===== src/sv/cpr_pkg.sv =====
`default_nettype none

package cpr_pkg;

    // Fixed field widths of the block.
    localparam int CFG_W   = 5;
    localparam int SLOT_W  = 4;
    localparam int FAULT_W = 16;
    localparam int APB_W   = 32;
    localparam int ADDR_W  = 3;

    // Register map, by word index.
    localparam logic REG_FRAMES = 1'b0;

    localparam logic [CFG_W-1:0] FRAMES_RESET = 5'd3;

    // Sequencer controls from the top level.
    typedef struct packed {
        logic start;
        logic out_free;
    } cpr_ctrl_t;

    // Sequencer status to the top level.
    typedef struct packed {
        logic ready;
        logic done;
    } cpr_status_t;

    // One finished result.
    typedef struct packed {
        logic               page_fault;
        logic [SLOT_W-1:0]  frame_slot;
        logic [FAULT_W-1:0] fault_total;
    } cpr_result_t;

endpackage

`default_nettype wire


===== src/sv/cpr_page_ram.sv =====
`default_nettype none

module cpr_page_ram #(
    parameter int DEPTH  = 16,
    parameter int WIDTH  = 16,
    parameter int ADDR_W = 4
) (
    input  wire logic              aclk,
    input  wire logic              wr_en,
    input  wire logic [ADDR_W-1:0] wr_addr,
    input  wire logic [WIDTH-1:0]  wr_data,
    input  wire logic [ADDR_W-1:0] rd_addr,
    output logic      [WIDTH-1:0]  rd_data
);

    logic [WIDTH-1:0] mem [DEPTH];

    always_ff @(posedge aclk) begin
        if (wr_en) begin
            mem[wr_addr] <= wr_data;
        end
    end

    always_ff @(posedge aclk) begin
        rd_data <= mem[rd_addr];
    end

endmodule

`default_nettype wire


===== src/sv/cpr_engine.sv =====
`default_nettype none

module cpr_engine #(
    parameter int MAX_FRAMES = 16,
    parameter int PAGE_BITS  = 16
) (
    input  wire logic                      aclk,
    input  wire logic                      aresetn,
    input  wire cpr_pkg::cpr_ctrl_t        ctrl,
    input  wire logic [PAGE_BITS-1:0]      page_in,
    input  wire logic [cpr_pkg::CFG_W-1:0] frames_cfg,
    output cpr_pkg::cpr_status_t           status,
    output cpr_pkg::cpr_result_t           result
);

    localparam int IW = (MAX_FRAMES > 1) ? $clog2(MAX_FRAMES) : 1;
    localparam int NW = $clog2(MAX_FRAMES + 1);

    localparam logic [1:0] ST_IDLE  = 2'd0;
    localparam logic [1:0] ST_SCAN  = 2'd1;
    localparam logic [1:0] ST_SWEEP = 2'd2;
    localparam logic [1:0] ST_DONE  = 2'd3;

    logic [1:0]                  state_reg, state_next;
    logic [PAGE_BITS-1:0]        page_reg, page_next;
    logic [IW-1:0]               scan_idx_reg, scan_idx_next;
    logic                        issue_reg, issue_next;
    logic [IW-1:0]               cmp_idx_reg, cmp_idx_next;
    logic                        cmp_vld_reg, cmp_vld_next;
    logic                        hit_reg, hit_next;
    logic [IW-1:0]               slot_reg, slot_next;
    logic [IW-1:0]               hand_reg, hand_next;
    logic [cpr_pkg::FAULT_W-1:0] fault_cnt_reg, fault_cnt_next;
    logic [MAX_FRAMES-1:0]       valid_reg, valid_next;
    logic [MAX_FRAMES-1:0]       use_reg, use_next;

    logic [NW-1:0]        act_n;
    logic [IW-1:0]        last_idx;
    logic                 match;
    logic                 take;
    logic                 ram_we;
    logic [PAGE_BITS-1:0] ram_rdata;

    // Active frame count, with zero acting as one and large values clamped.
    always_comb begin
        if (frames_cfg == '0) begin
            act_n = NW'(1);
        end else if (32'(frames_cfg) > 32'(MAX_FRAMES)) begin
            act_n = NW'(MAX_FRAMES);
        end else begin
            act_n = NW'(frames_cfg);
        end
    end

    assign last_idx = IW'(act_n - NW'(1));

    cpr_page_ram #(
        .DEPTH  (MAX_FRAMES),
        .WIDTH  (PAGE_BITS),
        .ADDR_W (IW)
    ) u_page_ram (
        .aclk    (aclk),
        .wr_en   (ram_we),
        .wr_addr (hand_reg),
        .wr_data (page_reg),
        .rd_addr (scan_idx_reg),
        .rd_data (ram_rdata)
    );

    // The single comparator checks the frame read out in the previous cycle.
    assign match = cmp_vld_reg && valid_reg[cmp_idx_reg] && (ram_rdata == page_reg);
    assign take  = !use_reg[hand_reg];

    always_comb begin
        state_next     = state_reg;
        page_next      = page_reg;
        scan_idx_next  = scan_idx_reg;
        issue_next     = issue_reg;
        cmp_idx_next   = cmp_idx_reg;
        cmp_vld_next   = cmp_vld_reg;
        hit_next       = hit_reg;
        slot_next      = slot_reg;
        hand_next      = hand_reg;
        fault_cnt_next = fault_cnt_reg;
        valid_next     = valid_reg;
        use_next       = use_reg;
        ram_we         = 1'b0;

        unique case (state_reg)
            ST_IDLE: begin
                if (ctrl.start) begin
                    page_next     = page_in;
                    scan_idx_next = '0;
                    issue_next    = 1'b1;
                    cmp_vld_next  = 1'b0;
                    hit_next      = 1'b0;
                    state_next    = ST_SCAN;
                end
            end
            ST_SCAN: begin
                cmp_vld_next = issue_reg;
                cmp_idx_next = scan_idx_reg;
                if (issue_reg) begin
                    if (scan_idx_reg == last_idx) begin
                        issue_next = 1'b0;
                    end else begin
                        scan_idx_next = scan_idx_reg + 1'b1;
                    end
                end
                if (match) begin
                    use_next[cmp_idx_reg] = 1'b1;
                    if (!hit_reg) begin
                        slot_next = cmp_idx_reg;
                        hit_next  = 1'b1;
                    end
                end
                if (cmp_vld_reg && (cmp_idx_reg == last_idx)) begin
                    if (match || hit_reg) begin
                        state_next = ST_DONE;
                    end else begin
                        state_next = ST_SWEEP;
                        if (32'(hand_reg) >= 32'(act_n)) begin
                            hand_next = '0;
                        end
                    end
                end
            end
            ST_SWEEP: begin
                hand_next = (hand_reg == last_idx) ? '0 : hand_reg + 1'b1;
                if (take) begin
                    ram_we               = 1'b1;
                    valid_next[hand_reg] = 1'b1;
                    use_next[hand_reg]   = 1'b1;
                    slot_next            = hand_reg;
                    if (fault_cnt_reg != '1) begin
                        fault_cnt_next = fault_cnt_reg + 1'b1;
                    end
                    state_next = ST_DONE;
                end else begin
                    use_next[hand_reg] = 1'b0;
                end
            end
            ST_DONE: begin
                if (ctrl.out_free) begin
                    state_next = ST_IDLE;
                end
            end
            default: begin
                state_next = ST_IDLE;
            end
        endcase
    end

    always_ff @(posedge aclk) begin
        if (!aresetn) begin
            state_reg     <= ST_IDLE;
            issue_reg     <= 1'b0;
            cmp_vld_reg   <= 1'b0;
            hit_reg       <= 1'b0;
            hand_reg      <= '0;
            fault_cnt_reg <= '0;
            valid_reg     <= '0;
            use_reg       <= '0;
        end else begin
            state_reg     <= state_next;
            issue_reg     <= issue_next;
            cmp_vld_reg   <= cmp_vld_next;
            hit_reg       <= hit_next;
            hand_reg      <= hand_next;
            fault_cnt_reg <= fault_cnt_next;
            valid_reg     <= valid_next;
            use_reg       <= use_next;
        end
    end

    always_ff @(posedge aclk) begin
        page_reg     <= page_next;
        scan_idx_reg <= scan_idx_next;
        cmp_idx_reg  <= cmp_idx_next;
        slot_reg     <= slot_next;
    end

    assign status.ready = (state_reg == ST_IDLE);
    assign status.done  = (state_reg == ST_DONE) && ctrl.out_free;

    assign result.page_fault  = !hit_reg;
    assign result.frame_slot  = cpr_pkg::SLOT_W'(slot_reg);
    assign result.fault_total = fault_cnt_reg;

    a_start_only_idle: assert property (@(posedge aclk) disable iff (!aresetn)
        ctrl.start |-> (state_reg == ST_IDLE))
        else $error("new transaction started while busy");

    a_hand_in_range: assert property (@(posedge aclk) disable iff (!aresetn)
        (state_reg == ST_SWEEP) |-> (32'(hand_reg) < 32'(act_n)))
        else $error("clock hand outside the active frames during sweep");

    a_slot_marked: assert property (@(posedge aclk) disable iff (!aresetn)
        (state_reg == ST_DONE) |-> (valid_reg[slot_reg] && use_reg[slot_reg]))
        else $error("reported frame is not valid with its use bit set");

    a_count_monotonic: assert property (@(posedge aclk) disable iff (!aresetn)
        $past(aresetn) |-> (fault_cnt_reg >= $past(fault_cnt_reg)))
        else $error("fault count decreased");

endmodule

`default_nettype wire


===== src/sv/clock_page_replacement.sv =====
// Clock (second-chance) page replacement over up to MAX_FRAMES frames.
//
// Each transaction on the s_ channel carries one referenced page number. The
// block searches the active frames one per cycle through a single comparator
// fed from the page memory. On a hit it sets the use bits of the matching
// frames. On a miss the clock hand then sweeps one frame per cycle, clearing
// set use bits, until it finds a clear one and loads the page there.
// One m_ transaction follows each input with the fault flag, the frame index
// and the saturating fault count.
//
// A hit completes after the serial frame scan; a miss adds the serial hand
// sweep, so both depend on the number of active frames. The sequencer takes
// no new reference until it has finished the current one and passed it on.
// s_ready is high only while the sequencer is idle. A finished result moves to
// an output register, so a new transaction is taken while m_valid waits on
// m_ready; if the output register is still full when the next result is done,
// the sequencer holds it until the receiver takes the pending one.
// Reset empties all frames, clears use bits, hand and fault count, and sets
// the frame count to 3. The register is written through the APB port at byte 0.
`default_nettype none

module clock_page_replacement #(
    parameter int MAX_FRAMES = 16,
    parameter int PAGE_BITS  = 16
) (
    input  wire logic                        aclk,
    input  wire logic                        aresetn,

    input  wire logic                        s_valid,
    output logic                             s_ready,
    input  wire logic [PAGE_BITS-1:0]        s_page_number,

    output logic                             m_valid,
    input  wire logic                        m_ready,
    output logic                             m_page_fault,
    output logic [cpr_pkg::SLOT_W-1:0]       m_frame_slot,
    output logic [cpr_pkg::FAULT_W-1:0]      m_fault_total,

    input  wire logic                        psel,
    input  wire logic                        penable,
    input  wire logic                        pwrite,
    input  wire logic [cpr_pkg::ADDR_W-1:0]  paddr,
    input  wire logic [cpr_pkg::APB_W-1:0]   pwdata,
    output logic [cpr_pkg::APB_W-1:0]        prdata,
    output logic                             pready
);

    logic [cpr_pkg::CFG_W-1:0] frames_reg;
    logic                      m_valid_reg;
    cpr_pkg::cpr_result_t      out_reg;

    cpr_pkg::cpr_ctrl_t   ctrl;
    cpr_pkg::cpr_status_t status;
    cpr_pkg::cpr_result_t result;

    logic cfg_write;

    // The register is written in the access phase of an APB write. The word
    // index is taken from address bit 2; other words ignore writes.
    assign pready    = 1'b1;
    assign cfg_write = psel && penable && pwrite && (paddr[2] == cpr_pkg::REG_FRAMES);

    always_ff @(posedge aclk) begin
        if (!aresetn) begin
            frames_reg <= cpr_pkg::FRAMES_RESET;
        end else if (cfg_write) begin
            frames_reg <= pwdata[cpr_pkg::CFG_W-1:0];
        end
    end

    assign prdata = (paddr[2] == cpr_pkg::REG_FRAMES) ?
                    cpr_pkg::APB_W'(frames_reg) : '0;

    // The sequencer may deliver a result whenever the output register is empty
    // or is being emptied in this cycle.
    assign ctrl.start    = s_valid && s_ready;
    assign ctrl.out_free = !m_valid_reg || m_ready;

    cpr_engine #(
        .MAX_FRAMES (MAX_FRAMES),
        .PAGE_BITS  (PAGE_BITS)
    ) u_engine (
        .aclk       (aclk),
        .aresetn    (aresetn),
        .ctrl       (ctrl),
        .page_in    (s_page_number),
        .frames_cfg (frames_reg),
        .status     (status),
        .result     (result)
    );

    assign s_ready = status.ready;

    // Output register: separates the result channel from the sequencer.
    always_ff @(posedge aclk) begin
        if (!aresetn) begin
            m_valid_reg <= 1'b0;
        end else if (status.done) begin
            m_valid_reg <= 1'b1;
        end else if (m_ready) begin
            m_valid_reg <= 1'b0;
        end
    end

    always_ff @(posedge aclk) begin
        if (status.done) begin
            out_reg <= result;
        end
    end

    assign m_valid       = m_valid_reg;
    assign m_page_fault  = out_reg.page_fault;
    assign m_frame_slot  = out_reg.frame_slot;
    assign m_fault_total = out_reg.fault_total;

endmodule

`default_nettype wire


===== config.mk =====
export PLATFORM = sky130hd
export DESIGN_NAME = clock_page_replacement
export DESIGN_NICKNAME = d
export VERILOG_FILES = /design/src/sv/cpr_pkg.sv /design/src/sv/cpr_page_ram.sv /design/src/sv/cpr_engine.sv /design/src/sv/clock_page_replacement.sv
export SDC_FILE = /design/constraint.sdc
export NUM_CORES = 1
export LEC_CHECK = 0
export BUFFER_PORTS_ARGS = -buffer_cell sky130_fd_sc_hd__buf_2
export CAP_MARGIN = 20
export CORE_ASPECT_RATIO = 1.1
export CORE_UTILIZATION = 55
export CTS_BUF_LIST = sky130_fd_sc_hd__clkbuf_8
export CTS_CLUSTER_DIAMETER = 40
export CTS_CLUSTER_SIZE = 28
export DETAILED_ROUTE_END_ITERATION = 10
export PLACE_DENSITY = 0.73
export SYNTH_ARGS = -nofsm -noshare
export SYNTH_HDL_FRONTEND = slang
export SYNTH_SLANG_ARGS = --single-unit

===== constraint.sdc =====
create_clock -name aclk -period 6.5 [get_ports aclk]
set_input_delay 0 -clock aclk [delete_from_list [all_inputs] [get_ports aclk]]
set_output_delay 0 -clock aclk [all_outputs]
set_load 0.05 [all_outputs]

==> results.cfg <==
[final_layout]
layout.nets = 1144
regMostFlops = u_engine.u_page_ram.mem
drive_gt1_frac = 0.2545
seq_area_um2 = 10740
areaGrowthSynthToFinish_pct = 12.30
fillers = 1994
final_common_cell = edfxtp_1
finalCoreUtilization = 0.6321
antenna_cells = 0
multiInputGateArea_um2 = 4721
largest_reg_flops = 256
mostFrequentLayoutCells = edfxtp_1 (305), mux4_2 (89), dfxtp_1 (79)
fin_area_um2 = 17720

[routing]
post_drt_via_cell_ratio = 5.845
route.met3.wl_mm = 2.104
ant_nets = 0
drt-total-wl_mm = 31.80
wl_met1_mm = 12.72
wl_per_cell_um = 21.68
firstDrtPassIters = 5
drc = 0
drt_iter0_drc = 693
highest_layer = met4
wl_met2_mm = 16.42
route.vias.total = 8574

[sta]
max_slew_margin = 0.3136
finalWorstPathRequiredPeriod_ns = 3.482
hold_violations = 0
fin_crit_sh = 0.5357
worstMarginPinSlew_ns = 1.025
fin_setup_tns_ns = 0
drv_slew = 0
finalClockSkew_ns = 0.03113
holdWs_ns = 0.05660
max_freq_mhz = 287.2
setup_viol = 0
rsz0062_at_grt = no

[setup_path]
path_max_fanout = 17
timing.rr.end = u_engine.slot_reg[3]
worstPathRequired_ns = 6.71
crit_end = u_engine.slot_reg[3]
crit_type = register to register
slowest_delay_ns = 0.66
startpoint = u_engine.page_reg[0]
cp.arrival_ns = 3.69
r2r_setup_slack_ns = 3.02
crit_chain = xnor2_1 > nand4_1 > or4bb_1 > or4_1 > o21a_1 > nor3_1
r2r_start = u_engine.page_reg[0]
crit_slowest_cell = or4_1
cp-start-kind = register
r2r_cells = 6
endpoint_kind = register

[synthesis]
yosysUniqueCellTypes = 58
synth_edf_count = 305
yosys-top-cells-area = edfxtp_1 (58%), mux4_2 (13%), dfxtp_1 (10%), nor2_1 (2.1%), buf_4 (1.4%)
synth_xor_area_frac = 0.02284
synth_top_family_by_area = multiplexers
synthSimpleGateAreaFrac = 0.07083
synth_top_area_frac = 0.5806
synth_fa_ha_area_frac = 0.01190
synth-compound-area-share = 0.04608
yosysTopAreaCell = edfxtp_1
synthFlopType = edfxtp_1
synth_cells = 976
async_flop_share = 0
ys_seq_area_frac = 0.6808
syn_avg_cell_area_um2 = 16.16
syn-cell-area_um2 = 15780
synth-seq-cells = 384
yosysWarnings = 0
synth_mux_area_frac = 0.1363

[die]
core_region_area_um2 = 28030
die_h_um = 179.6
dieArea_um2 = 29360
placementRows = 64
fp.dieW_um = 163.5
start_util = 0.5629
ios = 114

[grt]
grt_max_degree = 68
first_global_vias = 8589
overflow = 0
grt_pass1_wl_mm = 49.21
antenna_found_initial = 0
grtUsageTotal = 0.2258

[pwr]
switching_share = 0.3067
clock_power_share = 0.280
static-leakage-power_nw = 5.921
seqPwrFrac = 0.479
p_int_mw = 4.586
switching_power_mw = 2.029
power.density_nw_per_um2 = 373.4
power_frac_comb = 0.241
finalPower_mw = 6.614
irDropWorstVdd_mv = 0.2840

[clocking]
clock-sinks = 384
cts_resized = 0
cts_tree = yes
htree_num_levels = 2
path_clk_slew_ns = 0.09
numCtsBuffers = 42
postCtsSetupBuffers = 0
clock_latency_ns = 0.58
cts_buffer_depth = 3
root_buffer = clkbuf_8
postCtsHoldBufs = 27

[worst_hold_path]
min_path_type = primary input to register

[placement]
placed_cell_area_um2 = 16420
port_buffers = 56
place_hpwl_mm = 17.55
gp_congestion = 0.8479

[status]
outcome = complete, no violations

[flow_run]
cap_violations = 0
## layer usage
layer	vias up	global-route usage
li1	3893	-
met1	4298	0.3023
met2	344	0.3824
met3	39	0.03899
met4	0	0.05963
met5	-	0
## cells by family (layout without fill, tap and decap cells)
family,count (synthesis),in the layout
DFF,384,384
and+or+nand+nor,236,236
muxes,103,103
AOI/OAI and AO/OA,102,102
buffers and inverters,96,198
xor gates and xnor gates,38,38
adders and majority gates,15,15
other,2,28
## power groups by stage
stage               Combinational [mW]  Clock (mW)  Sequential [mW]
finish                            1.59        1.85             3.17
global route                      1.72        1.98             3.21
CTS                               1.61        1.88             3.17
detailed placement                1.59           0             3.23
global placement                  1.57           0             3.21
floorplan                         1.27           0             3.14
## worst min path at each step
stage	slack, ns	cells after the start	start	end
6_report	0.06	4	pwrite	frames_reg[3]
5_1_grt	0.08	4	pwrite	frames_reg[3]
4_1_cts	0.04	4	pwrite	frames_reg[3]
3_5_place_dp	0.18	1	s_page_number[11]	u_engine.page_reg[11]
3_3_place_gp	0.18	1	s_page_number[8]	u_engine.page_reg[8]
2_1_floorplan	0.1	0	s_page_number[0]	u_engine.page_reg[0]
## stage by stage
step	setup slack [ns]	std cells
2_1_floorplan	3.659	1002
3_3_place_gp	3.123	1363
3_5_place_dp	3.085	1363
4_1_cts	2.970	1467
5_1_grt	2.845	1467
6_report	3.018	1467
## critical path, delay by kind of cell (launching register included)
family | cells | cell delay [ns]
AND/OR/NAND/NOR | 4 | 1.88
flip-flops | 1 | 0.62
XOR/XNOR | 1 | 0.40
AO/OA/AOI/OAI | 1 | 0.23
## cell type report
cell class	instances	share of cell area
flip-flops and latches	384	0.6063
multi-input cells	522	0.2665
repair buffers	104	0.03997
clock buffers	46	0.03574
well taps	363	0.02564
clock inverters	31	0.02232
inverters	17	0.003602
## synth_stat cells, drive strengths merged, types with 3 or more instances
library cell,instances
a21bo,17
a21oi,32
a31oi,8
and2,8
and3,3
buf,44
clkbuf,35
dfxtp,79
edfxtp,305
ha,15
inv,15
mux2,4
mux2i,10
mux4,89
nand2,52
nand2b,10
nand3,27
nand4,13
nand4b,3
nor2,88
nor2b,15
nor3,4
o21a,5
o21ai,4
o22ai,17
o31ai,3
or4,4
xnor2,22
xor2,14
(Power assumes the default switching activity.)
